--- src/rtl/sha256_pkg.sv ---
// SHA-256 shared types, round constants and round functions.
// No dependencies; used by the controller, datapath and top level.
package sha256_pkg;

  localparam int unsigned DigestWords = 8;

  typedef struct packed {
    logic load_byte;
    logic pad_byte;
    logic len_byte;
    logic zero_byte;
    logic start_block;
    logic round_step;
    logic add_hash;
    logic reset_hash;
    logic clear_count;
  } sha_cmd_t;

  function automatic logic [31:0] round_k(input logic [5:0] t);
    logic [31:0] k;
    case (t)
      6'd0: k = 32'h428a2f98; 6'd1: k = 32'h71374491; 6'd2: k = 32'hb5c0fbcf;
      6'd3: k = 32'he9b5dba5; 6'd4: k = 32'h3956c25b; 6'd5: k = 32'h59f111f1;
      6'd6: k = 32'h923f82a4; 6'd7: k = 32'hab1c5ed5; 6'd8: k = 32'hd807aa98;
      6'd9: k = 32'h12835b01; 6'd10: k = 32'h243185be; 6'd11: k = 32'h550c7dc3;
      6'd12: k = 32'h72be5d74; 6'd13: k = 32'h80deb1fe; 6'd14: k = 32'h9bdc06a7;
      6'd15: k = 32'hc19bf174; 6'd16: k = 32'he49b69c1; 6'd17: k = 32'hefbe4786;
      6'd18: k = 32'h0fc19dc6; 6'd19: k = 32'h240ca1cc; 6'd20: k = 32'h2de92c6f;
      6'd21: k = 32'h4a7484aa; 6'd22: k = 32'h5cb0a9dc; 6'd23: k = 32'h76f988da;
      6'd24: k = 32'h983e5152; 6'd25: k = 32'ha831c66d; 6'd26: k = 32'hb00327c8;
      6'd27: k = 32'hbf597fc7; 6'd28: k = 32'hc6e00bf3; 6'd29: k = 32'hd5a79147;
      6'd30: k = 32'h06ca6351; 6'd31: k = 32'h14292967; 6'd32: k = 32'h27b70a85;
      6'd33: k = 32'h2e1b2138; 6'd34: k = 32'h4d2c6dfc; 6'd35: k = 32'h53380d13;
      6'd36: k = 32'h650a7354; 6'd37: k = 32'h766a0abb; 6'd38: k = 32'h81c2c92e;
      6'd39: k = 32'h92722c85; 6'd40: k = 32'ha2bfe8a1; 6'd41: k = 32'ha81a664b;
      6'd42: k = 32'hc24b8b70; 6'd43: k = 32'hc76c51a3; 6'd44: k = 32'hd192e819;
      6'd45: k = 32'hd6990624; 6'd46: k = 32'hf40e3585; 6'd47: k = 32'h106aa070;
      6'd48: k = 32'h19a4c116; 6'd49: k = 32'h1e376c08; 6'd50: k = 32'h2748774c;
      6'd51: k = 32'h34b0bcb5; 6'd52: k = 32'h391c0cb3; 6'd53: k = 32'h4ed8aa4a;
      6'd54: k = 32'h5b9cca4f; 6'd55: k = 32'h682e6ff3; 6'd56: k = 32'h748f82ee;
      6'd57: k = 32'h78a5636f; 6'd58: k = 32'h84c87814; 6'd59: k = 32'h8cc70208;
      6'd60: k = 32'h90befffa; 6'd61: k = 32'ha4506ceb; 6'd62: k = 32'hbef9a3f7;
      default: k = 32'hc67178f2;
    endcase
    return k;
  endfunction

  function automatic logic [31:0] init_h(input logic [2:0] i);
    logic [31:0] h;
    case (i)
      3'd0: h = 32'h6a09e667; 3'd1: h = 32'hbb67ae85;
      3'd2: h = 32'h3c6ef372; 3'd3: h = 32'ha54ff53a;
      3'd4: h = 32'h510e527f; 3'd5: h = 32'h9b05688c;
      3'd6: h = 32'h1f83d9ab; default: h = 32'h5be0cd19;
    endcase
    return h;
  endfunction

  function automatic logic [31:0] rotr(input logic [31:0] x, input int unsigned n);
    return (x >> n) | (x << (32 - n));
  endfunction

endpackage

--- src/rtl/sha256_message_hash_top.sv ---
// SHA-256 byte-stream hasher, top level.
// Depends on sha256_pkg, sha256_ctrl and sha256_dp.
//
//  channel | dir | tdata                  | tuser
//  in_     | in  | data_byte[7:0]         | has_byte[0], end_of_message[1]
//  out_    | out | digest_word[31:0]      | word_index[2:0], last_word via tlast
//
// A byte item is taken while idle; a byte that fills a block holds the input
// through the 64 rounds of the single shared round unit and the hash add.
// An ending item adds the 0x80/zero/length fill, then the rounds and hash add
// for each padding block, then 8 output beats.
// Reset clears control and count and loads the initial hash words. Input stalls while busy;
// output holds each word until taken.
module sha256_message_hash_top (
  input  logic        clk,
  input  logic        rst_n,
  input  logic        in_tvalid,
  output logic        in_tready,
  input  logic [7:0]  in_tdata,   // [7:0] data_byte
  input  logic [1:0]  in_tuser,   // [0] has_byte, [1] end_of_message
  output logic        out_tvalid,
  input  logic        out_tready,
  output logic [31:0] out_tdata,  // [31:0] digest_word
  output logic [2:0]  out_tuser,  // [2:0] word_index
  output logic        out_tlast
);

  sha256_pkg::sha_cmd_t cmd;
  logic [5:0] fill_pos, round_idx;
  logic [2:0] out_idx;
  logic in_fire, out_fire;

  assign in_fire  = in_tvalid && in_tready;
  assign out_fire = out_tvalid && out_tready;
  assign out_tuser = out_idx;
  assign out_tlast = (out_idx == 3'd7);

  sha256_ctrl u_ctrl (
    .clk, .rst_n, .in_fire,
    .in_has_byte(in_tuser[0]), .in_eom(in_tuser[1]),
    .fill_pos, .out_fire, .in_ready(in_tready), .out_valid(out_tvalid),
    .out_idx, .round_idx, .cmd
  );

  sha256_dp u_dp (
    .clk, .rst_n, .cmd, .in_byte(in_tdata), .round_idx, .out_idx,
    .fill_pos, .digest_word(out_tdata)
  );

endmodule

--- src/rtl/sha256_ctrl.sv ---
// SHA-256 controller: sequences byte loading, padding, rounds and digest output.
// Depends on sha256_pkg.
module sha256_ctrl (
  input  logic                 clk,
  input  logic                 rst_n,
  input  logic                 in_fire,
  input  logic                 in_has_byte,
  input  logic                 in_eom,
  input  logic [5:0]           fill_pos,
  input  logic                 out_fire,
  output logic                 in_ready,
  output logic                 out_valid,
  output logic [2:0]           out_idx,
  output logic [5:0]           round_idx,
  output sha256_pkg::sha_cmd_t cmd
);

  typedef enum logic [2:0] {
    S_IDLE, S_ROUND, S_ADD, S_PAD, S_ZERO, S_LEN, S_OUT
  } state_t;

  state_t     state_r;
  logic [5:0] round_r;
  logic [2:0] len_r;
  logic [2:0] idx_r;
  logic       final_r;   // block being compressed is the last of the message
  logic       eom_r;     // end seen with the byte that filled a block
  logic       zfill_r;   // padding spilt into a second block: zero fill goes on

  assign in_ready  = (state_r == S_IDLE);
  assign out_valid = (state_r == S_OUT);
  assign out_idx   = idx_r;
  assign round_idx = round_r;

  always_comb begin
    cmd = '0;
    cmd.load_byte  = in_fire && in_has_byte;
    cmd.round_step = (state_r == S_ROUND);
    cmd.add_hash   = (state_r == S_ADD);
    cmd.pad_byte   = (state_r == S_PAD);
    cmd.zero_byte  = (state_r == S_ZERO);
    cmd.len_byte   = (state_r == S_LEN);
    cmd.reset_hash = out_fire && (idx_r == 3'd7);
    cmd.clear_count = cmd.reset_hash;
    cmd.start_block = (state_r == S_IDLE && in_fire && in_has_byte && fill_pos == 6'd63)
                   || (state_r == S_PAD && fill_pos == 6'd63)
                   || (state_r == S_ZERO && fill_pos == 6'd63)
                   || (state_r == S_LEN && len_r == 3'd7);
  end

  always_ff @(posedge clk) begin
    if (!rst_n) begin
      state_r <= S_IDLE;
      round_r <= '0;
      len_r   <= '0;
      idx_r   <= '0;
      final_r <= 1'b0;
      eom_r   <= 1'b0;
      zfill_r <= 1'b0;
    end else begin
      unique case (state_r)
        S_IDLE: begin
          if (in_fire) begin
            if (in_has_byte && fill_pos == 6'd63) begin
              state_r <= S_ROUND;
              round_r <= '0;
              final_r <= 1'b0;
              eom_r   <= in_eom;
            end else if (in_eom) begin
              state_r <= S_PAD;
            end
          end
        end
        S_ROUND: begin
          round_r <= round_r + 6'd1;
          if (round_r == 6'd63) state_r <= S_ADD;
        end
        S_ADD: begin
          if (final_r) begin
            state_r <= S_OUT;
            idx_r   <= '0;
          end else if (eom_r) begin
            eom_r   <= 1'b0;
            state_r <= S_PAD;
          end else if (zfill_r) begin
            zfill_r <= 1'b0;
            state_r <= S_ZERO;
          end else begin
            state_r <= S_IDLE;
          end
        end
        S_PAD: begin
          // 0x80 in the last slot closes the block; in slot 55 the length follows
          if (fill_pos == 6'd63) begin
            state_r <= S_ROUND;
            round_r <= '0;
            final_r <= 1'b0;
            zfill_r <= 1'b1;
          end else if (fill_pos == 6'd55) begin
            state_r <= S_LEN;
            len_r   <= '0;
          end else begin
            state_r <= S_ZERO;
          end
        end
        S_ZERO: begin
          if (fill_pos == 6'd63) begin
            state_r <= S_ROUND;
            round_r <= '0;
            final_r <= 1'b0;
            zfill_r <= 1'b1;
          end else if (fill_pos == 6'd55) begin
            state_r <= S_LEN;
            len_r   <= '0;
          end
        end
        S_LEN: begin
          len_r <= len_r + 3'd1;
          if (len_r == 3'd7) begin
            state_r <= S_ROUND;
            round_r <= '0;
            final_r <= 1'b1;
          end
        end
        S_OUT: begin
          if (out_fire) begin
            idx_r <= idx_r + 3'd1;
            if (idx_r == 3'd7) begin
              state_r <= S_IDLE;
              final_r <= 1'b0;
            end
          end
        end
        default: state_r <= S_IDLE;
      endcase
    end
  end

`ifndef SYNTHESIS
  a_out_only_in_out: assert property (@(posedge clk) disable iff (!rst_n)
    out_valid |-> !in_ready) else $error("output while accepting input");
  a_round_wraps: assert property (@(posedge clk) disable iff (!rst_n)
    (state_r == S_ROUND && round_r == 6'd63) |=> state_r == S_ADD)
    else $error("round count did not end in add");
  a_idx_zero_on_entry: assert property (@(posedge clk) disable iff (!rst_n)
    $rose(out_valid) |-> idx_r == 3'd0) else $error("digest did not start at word 0");
`endif

endmodule

--- src/rtl/sha256_dp.sv ---
// SHA-256 datapath: byte-packed schedule window, round registers, hash words, count.
// Depends on sha256_pkg; driven by sha256_ctrl.
module sha256_dp (
  input  logic                 clk,
  input  logic                 rst_n,
  input  sha256_pkg::sha_cmd_t cmd,
  input  logic [7:0]           in_byte,
  input  logic [5:0]           round_idx,
  input  logic [2:0]           out_idx,
  output logic [5:0]           fill_pos,
  output logic [31:0]          digest_word
);

  logic [31:0] w_r [16];
  logic [31:0] v_r [8];
  logic [31:0] h_r [8];
  logic [60:0] count_r;
  logic [5:0]  pos_r;     // write pointer for padding and bytes

  logic [63:0] bits;
  logic [7:0]  wbyte;
  logic [31:0] w_cur, sg0, sg1, s0, s1, ch, maj, t1, t2;

  assign fill_pos    = pos_r;
  assign digest_word = h_r[out_idx];
  assign bits        = {count_r, 3'b000};

  always_comb begin
    wbyte = in_byte;
    if (cmd.pad_byte) wbyte = 8'h80;
    else if (cmd.zero_byte) wbyte = 8'h00;
    else if (cmd.len_byte) wbyte = bits[{~pos_r[2:0], 3'b000} +: 8];
  end

  always_comb begin
    sg1 = sha256_pkg::rotr(w_r[14], 17) ^ sha256_pkg::rotr(w_r[14], 19) ^ (w_r[14] >> 10);
    sg0 = sha256_pkg::rotr(w_r[1], 7) ^ sha256_pkg::rotr(w_r[1], 18) ^ (w_r[1] >> 3);
    w_cur = (round_idx < 6'd16) ? w_r[0] : (sg1 + w_r[9] + sg0 + w_r[0]);
    s1 = sha256_pkg::rotr(v_r[4], 6) ^ sha256_pkg::rotr(v_r[4], 11)
       ^ sha256_pkg::rotr(v_r[4], 25);
    ch = (v_r[4] & v_r[5]) ^ (~v_r[4] & v_r[6]);
    t1 = v_r[7] + s1 + ch + sha256_pkg::round_k(round_idx) + w_cur;
    s0 = sha256_pkg::rotr(v_r[0], 2) ^ sha256_pkg::rotr(v_r[0], 13)
       ^ sha256_pkg::rotr(v_r[0], 22);
    maj = (v_r[0] & v_r[1]) ^ (v_r[0] & v_r[2]) ^ (v_r[1] & v_r[2]);
    t2 = s0 + maj;
  end

  // schedule and round registers (payload, no reset)
  always_ff @(posedge clk) begin
    if (cmd.load_byte || cmd.pad_byte || cmd.zero_byte || cmd.len_byte) begin
      // pack each byte straight into its big-endian schedule word
      w_r[pos_r[5:2]][{~pos_r[1:0], 3'b000} +: 8] <= wbyte;
    end else if (cmd.round_step) begin
      // rotate w[0..15] through once, then slot 0 holds w[t-16], slot 15 w[t-1]
      for (int i = 0; i < 15; i++) w_r[i] <= w_r[i+1];
      w_r[15] <= w_cur;
    end
    if (cmd.start_block) begin
      for (int i = 0; i < 8; i++) v_r[i] <= h_r[i];
    end else if (cmd.round_step) begin
      v_r[7] <= v_r[6]; v_r[6] <= v_r[5]; v_r[5] <= v_r[4];
      v_r[4] <= v_r[3] + t1;
      v_r[3] <= v_r[2]; v_r[2] <= v_r[1]; v_r[1] <= v_r[0];
      v_r[0] <= t1 + t2;
    end
  end

  always_ff @(posedge clk) begin
    if (!rst_n) begin
      for (int i = 0; i < 8; i++) h_r[i] <= sha256_pkg::init_h(3'(i));
      count_r <= '0;
      pos_r   <= '0;
    end else begin
      if (cmd.reset_hash) begin
        for (int i = 0; i < 8; i++) h_r[i] <= sha256_pkg::init_h(3'(i));
      end else if (cmd.add_hash) begin
        for (int i = 0; i < 8; i++) h_r[i] <= h_r[i] + v_r[i];
      end
      if (cmd.clear_count) begin
        count_r <= '0;
        pos_r   <= '0;
      end else begin
        if (cmd.load_byte) count_r <= count_r + 61'd1;
        if (cmd.load_byte || cmd.pad_byte || cmd.zero_byte || cmd.len_byte)
          pos_r <= pos_r + 6'd1;
      end
    end
  end

`ifndef SYNTHESIS
  a_count_tracks_pos: assert property (@(posedge clk) disable iff (!rst_n)
    cmd.load_byte |=> count_r[5:0] == $past(count_r[5:0]) + 6'd1)
    else $error("byte count lost a byte");
  a_no_load_in_rounds: assert property (@(posedge clk) disable iff (!rst_n)
    cmd.round_step |-> !cmd.load_byte) else $error("byte written during rounds");
  a_len_at_tail: assert property (@(posedge clk) disable iff (!rst_n)
    cmd.len_byte |-> pos_r >= 6'd56) else $error("length byte outside tail");
`endif

endmodule

--- config.mk ---
export PLATFORM = sky130hd
export DESIGN_NAME = sha256_message_hash_top
export DESIGN_NICKNAME = d
export VERILOG_FILES = /design/src/rtl/sha256_pkg.sv /design/src/rtl/sha256_message_hash_top.sv /design/src/rtl/sha256_ctrl.sv /design/src/rtl/sha256_dp.sv
export SDC_FILE = /design/constraint.sdc
export NUM_CORES = 2
export LEC_CHECK = 0
export BUFFER_PORTS_ARGS = -buffer_cell sky130_fd_sc_hd__buf_2
export CORE_UTILIZATION = 35
export CTS_CLUSTER_SIZE = 14
export DETAILED_ROUTE_END_ITERATION = 10
export PLACE_DENSITY_LB_ADDON = 0.05
export SLEW_MARGIN = 20
export SYNTH_ARGS = -nofsm -noshare
export SYNTH_HDL_FRONTEND = slang
export SYNTH_SLANG_ARGS = --single-unit
--- constraint.sdc ---
create_clock -name clk -period 21.3 [get_ports clk]
set_clock_uncertainty 0.2 [all_clocks]
set_input_delay 1.065 -clock clk [delete_from_list [all_inputs] [get_ports clk]]
set_output_delay 1.065 -clock clk [all_outputs]
set_load 0.02 [all_outputs]
; Word level (Yosys, flattened, before mapping)
; Memory sizes are Yosys's and may differ from the RTL's. A register that Yosys moved wholly into a read port is not among the register bits.
; Cells that the tools add are included.
[word_totals]
inputBits = 14
out_inout_bits = 38
latchBits = 0
ram_bits = 1024
regBits = 85
wordCells = 271
mem_count = 4
romBits = 2048
[op_classes]
n_mul = 0
bitwise = 54
order_cmp = 1
shift = 3
n_addsub = 24
div_mod_pow = 0
n_mux = 117
n_reduce_logical = 34
n_eq_ne = 25
[memory_table]
columns = memory, words, width, read_ports, rd_clocked_by_memory_dff, write_ports, line_no
row1 = (no name shown), 64, 32, 1, 1, 0, sha256_pkg.sv:21  ; case (t)
row2 = u_dp.w_r, 16, 32, 16, 0, 16, sha256_dp.sv:14  ; logic [31:0] w_r [16];
row3 = u_dp.h_r, 8, 32, 9, 1, 8, sha256_dp.sv:16  ; logic [31:0] h_r [8];
row4 = u_dp.v_r, 8, 32, 8, 0, 8, sha256_dp.sv:15  ; logic [31:0] v_r [8];
[ops]
columns = operator, count
row1 = 32-bit two-way mux, 52
row2 = 32-bit adder, 18
row3 = 32-bit XOR, 9
row4 = 32-bit AND, 5
row5 = 64-bit by 7-bit indexed part select with 8-bit output, 1
row6 = "61-bit by 1-bit adder with 61-bit output, second input constant", 1
row7 = 3-bit two-way mux, 19
row8 = 6-bit two-way mux, 6
row9 = 32-bit inverter, 1
row10 = 10-bit by 32-bit OR with 32-bit output, 1
row11 = 13-bit by 32-bit OR with 32-bit output, 1
row12 = 14-bit by 32-bit OR with 32-bit output, 1
row13 = 15-bit by 32-bit OR with 32-bit output, 1
row14 = 19-bit by 32-bit OR with 32-bit output, 1
row15 = 21-bit by 32-bit OR with 32-bit output, 1
row16 = 25-bit by 32-bit OR with 32-bit output, 1
row17 = 26-bit by 32-bit OR with 32-bit output, 1
row18 = 30-bit by 32-bit OR with 32-bit output, 1
row19 = 7-bit by 32-bit OR with 32-bit output, 1
row20 = 32-bit OR reduction, 1
row21 = "8-bit by 7-bit variable shift with 32-bit output, first input constant", 1
row22 = 8-bit by 7-bit indexed part select with 32-bit output, 1
row23 = 32-bit by 22-bit XOR with 32-bit output, 1
row24 = 32-bit by 29-bit XOR with 32-bit output, 1
row25 = other kinds (34), 131

; Logic depth before layout (Yosys ltp)
[logic_depth]
depth_word = 11
mapped_depth = 45
ltp_nobuf = 45

; Cells and area by module
; Synthesis repeated with hierarchy kept, for this count alone.
[hier_totals]
cells_unflattened = 7322
area_unflattened_um2 = 74717.9
[by_module_without_submodules]
columns = mod, area_per_inst_um2, cells_each, n_inst, seq_area_each_um2
row1 = sha256_dp, 73511.8, 7170, 1, 31770.5
row2 = sha256_ctrl, 1187.4, 149, 1, 360.3
row3 = sha256_message_hash_top, 18.8, 3, 1, 0.0

; Worst setup path after synthesis
; No wires, ideal clock.
[synth_path]
path_kind = input -> register
from = input in_tuser[0]
to = register (tool-made name)
required_ns = 21.016
setup_ns = 0.084
arrival_ns = 14.438
slack_ns = 6.578
stages = 9
n_path_buf = 0
path_cell_list = nor2_1 -> or4_1 -> o21a_1 -> nor2_1 -> xor2_1 -> nor2_1 -> a211oi_1 -> a311o_1 -> o31ai_2
[synth_rtl]
columns = element, line_no
row1 = from (decl), sha256_message_hash_top.sv:20  ; input logic [1:0] in_tuser,

==> impl_results.md <==
- Status: completed
- Share of post-route cells with drive strength above 1: 0.0829
- Area delta synth->final: 11.6%
- RSZ-0062 raised after global routing: false
- Wire per inst: 26.0 um
- Final #Nets: 8010
- Number of synthesized flops with an enable pin: 992
- Critical Path Source Type: flip-flop
- R2R Setup Slk: 10.03 ns
- Std cell rows: 169
- H-tree depth: 4
- Crit path to: u_dp.v_r[0][31]
- Setup TNS: 0 ns
- Mapped Area: 75100 um2
- Count leader, synth: nand2_1
- Die width: 465 um
- Dpl hpwl: 199 mm
- Seq/Total Area, Yosys: 0.437
- Worst Path Max Fanout: 5
- Final min period: 11.27 ns
- Hold bufs inserted after CTS: 0
- Top-area cell type share of the netlist area: 0.396
- Die area: 217000 um2
- Synth Instances: 7416
- Avg Synthesized Cell Area: 10.1 um2
- Highest-delay cell along the critical path: o31ai_1
- Number of remaining DRC errors: 0
- Final Cycle Share: 0.529
- # fillers: 21.1k
- Xor and xnor area share after synthesis: 0.0710
- CTS max path bufs: 3
- Top FF cell, synth: edfxtp_1
- DR pass1 iterations: 6
- Synth unique cells: 91
- Critical Path AT: 11.59 ns
- Slew Limit Fails: 0
- Initial antenna violation count: 7
- Clock Sinks: 1144
- Grt ovf: 0
- Die outline height: 465 um
- Post-Syn Nets: 8024
- Flops & latches, synth: 1144
- Reg2reg end: u_dp.v_r[0][31]
- Yosys warning total: 0
- Core region area: 213000 um2
- Reg clk slew, reported paths: 0.06 ns
- CP Data Required Time: 21.62 ns
- Largest family of logic cells by synthesized area: compound AO/OA/AOI/OAI gates
- Most frequent cells after synthesis: nand2_1, edfxtp_1, a21o_1
- Post-Route WL: 269 mm
- Simple-gate area share of the yosys netlist: 0.120
- Vias: 56.5k
- CTS Buf Count: 149
- Tightest Pin Transition: 1.07 ns
- Max stage delay on crit path: 0.62 ns
- # resized after CTS: 0
- Vias/cell: 5.46
- Proportion of synthesized area in mux cells: 0.0352
- Setup bufs post-CTS: 0
- Crit Path Class: reg -> reg
- Top cells by area, synth: edfxtp_1, ha_1, a21o_1, fa_1, nand2_1
- R2r startpoint: u_dp.w_r[1][8]
- Port Buf Inserts: 51
- First-pass GRT wire length: 394 mm
- Worst r2r path cells: 44
- Clock Latency Late Sink: 0.82 ns
- Crit path capture type: flip-flop
- Initial core utilization: 0.353
- Final Hold Vio Count: 0
- Async SR Flop Fraction: 0
- Final setup violating endpoints: 0
- Max-Cap Viols: 0
- Critical path origin: u_dp.w_r[1][8]
- Rel. slew slack: 0.283
- Adder-cell area share of the yosys netlist: 0.119
- CTS tree: done
- IO Pins: 52
- Clk root buf: clkbuf_16
- Largest net degree at the start of global routing: 177
- Synth Area in Compound Gates: 0.175
- DRT iter0 DRCs: 4494
- HP Class: reg -> reg
- Critical Path Most Common Cell: fa_1
- GRT Util Overall: 0.247
- Vias in the first global route: 56.8k
- Gp weighted congestion: 0.931
- DRT antenna net count: 0
- FMAX: 0.0888 GHz
- Area leader, netlist: edfxtp_1
## metrics by stage
step           area, um2  utilization  cells  hold slack [ns]  setup slack, ns
2_1_floorplan      75100            -   7416            0.248             6.58
3_3_place_gp       78900        0.371  10100            0.260            10.05
3_5_place_dp       78900        0.371  10100            0.267            10.09
4_1_cts            83900        0.394  10300            0.275             9.99
5_1_grt            83900        0.394  10400            0.310             9.20
6_report           83900        0.394  10400            0.274            10.03
## area by class of cell
cell class	instances	area [um2]	share of cell area
multi-input cells	5446	39300	0.468
inverters	435	1630	0.0195
clock inverters	91	1100	0.0132
well taps	2821	3530	0.0421
clock buffers	185	3880	0.0463
repair buffers	226	1620	0.0193
flip-flops and latches	1144	32800	0.391
diodes	5	12.5	0.000149
## cells in the final DEF (no fill, tap or decap), types with 40 or more instances in the layout
master,Yosys,layout
nand3_1,121,121
clkbuf_16,0,150
o22ai_1,40,40
nand2b_1,64,64
buf_2,22,51
mux2i_1,49,49
nor2b_1,45,45
o21a_1,60,60
a211oi_1,51,51
dfxtp_1,152,149
nor2_1,445,440
and3_1,47,47
edfxtp_1,992,992
a21o_1,660,660
fa_1,195,195
o21ai_1,26,40
o211ai_1,50,50
nand2_1,1035,1030
xor2_1,242,242
or3_1,48,47
a31oi_1,55,54
xnor2_1,365,363
nor3_1,97,97
o21bai_1,50,50
inv_1,431,430
mux4_2,78,78
a21oi_1,397,396
buf_4,6,171
o21ai_0,422,407
ha_1,399,399
## cell families after synthesis
kind of cell / after synthesis
and+or+nand+nor: 2058
buffers and inverters: 826
xor gates and xnor gates: 608
DFF: 1144
adders and majority gates: 599
muxes: 162
AOI/OAI and AO/OA: 2019
## sequential cells by signal (all words and copies together), names as in the netlist, named ones only
register and cells:
u_dp.w_r 512, u_ctrl.zfill_r 1, u_dp.count_r 61, u_ctrl.round_idx 6
u_dp.fill_pos 6, u_dp.h_r 256, u_ctrl.state_r 3, u_ctrl.eom_r 1
u_ctrl.len_r 3, u_dp.v_r 256, u_ctrl.final_r 1, u_ctrl.out_idx 3
## critical path, delay by kind of cell, from the launching register on
kind                     cells  cell delay, ns
adder cells (fa/ha/maj)      9            3.85
buffers and inverters        4            0.19
XOR/XNOR                     6            1.21
AND/OR/NAND/NOR              5            0.55
AO/OA/AOI/OAI               20            4.50
flip-flops                   1            0.48
## layer usage
metal  track usage  wire length [um]
met1         0.320            117000
met2         0.422            131000
met3        0.0285             10400
met4        0.0882             10200
met5             0                 0
## worst min-delay path by stage
stage,start,end,slack [ns],cells after the start
4_1_cts,u_ctrl.zfill_r,u_ctrl.zfill_r,0.27,2
5_1_grt,u_ctrl.zfill_r,u_ctrl.zfill_r,0.31,2
2_1_floorplan,u_ctrl.zfill_r,u_ctrl.zfill_r,0.25,2
6_report,u_ctrl.zfill_r,u_ctrl.zfill_r,0.27,2
3_3_place_gp,u_ctrl.zfill_r,u_ctrl.zfill_r,0.26,2
3_5_place_dp,u_ctrl.zfill_r,u_ctrl.zfill_r,0.27,2
Power is not shown: default switching activity piles up to over one toggle a cycle in this logic, so the estimate is an artifact.
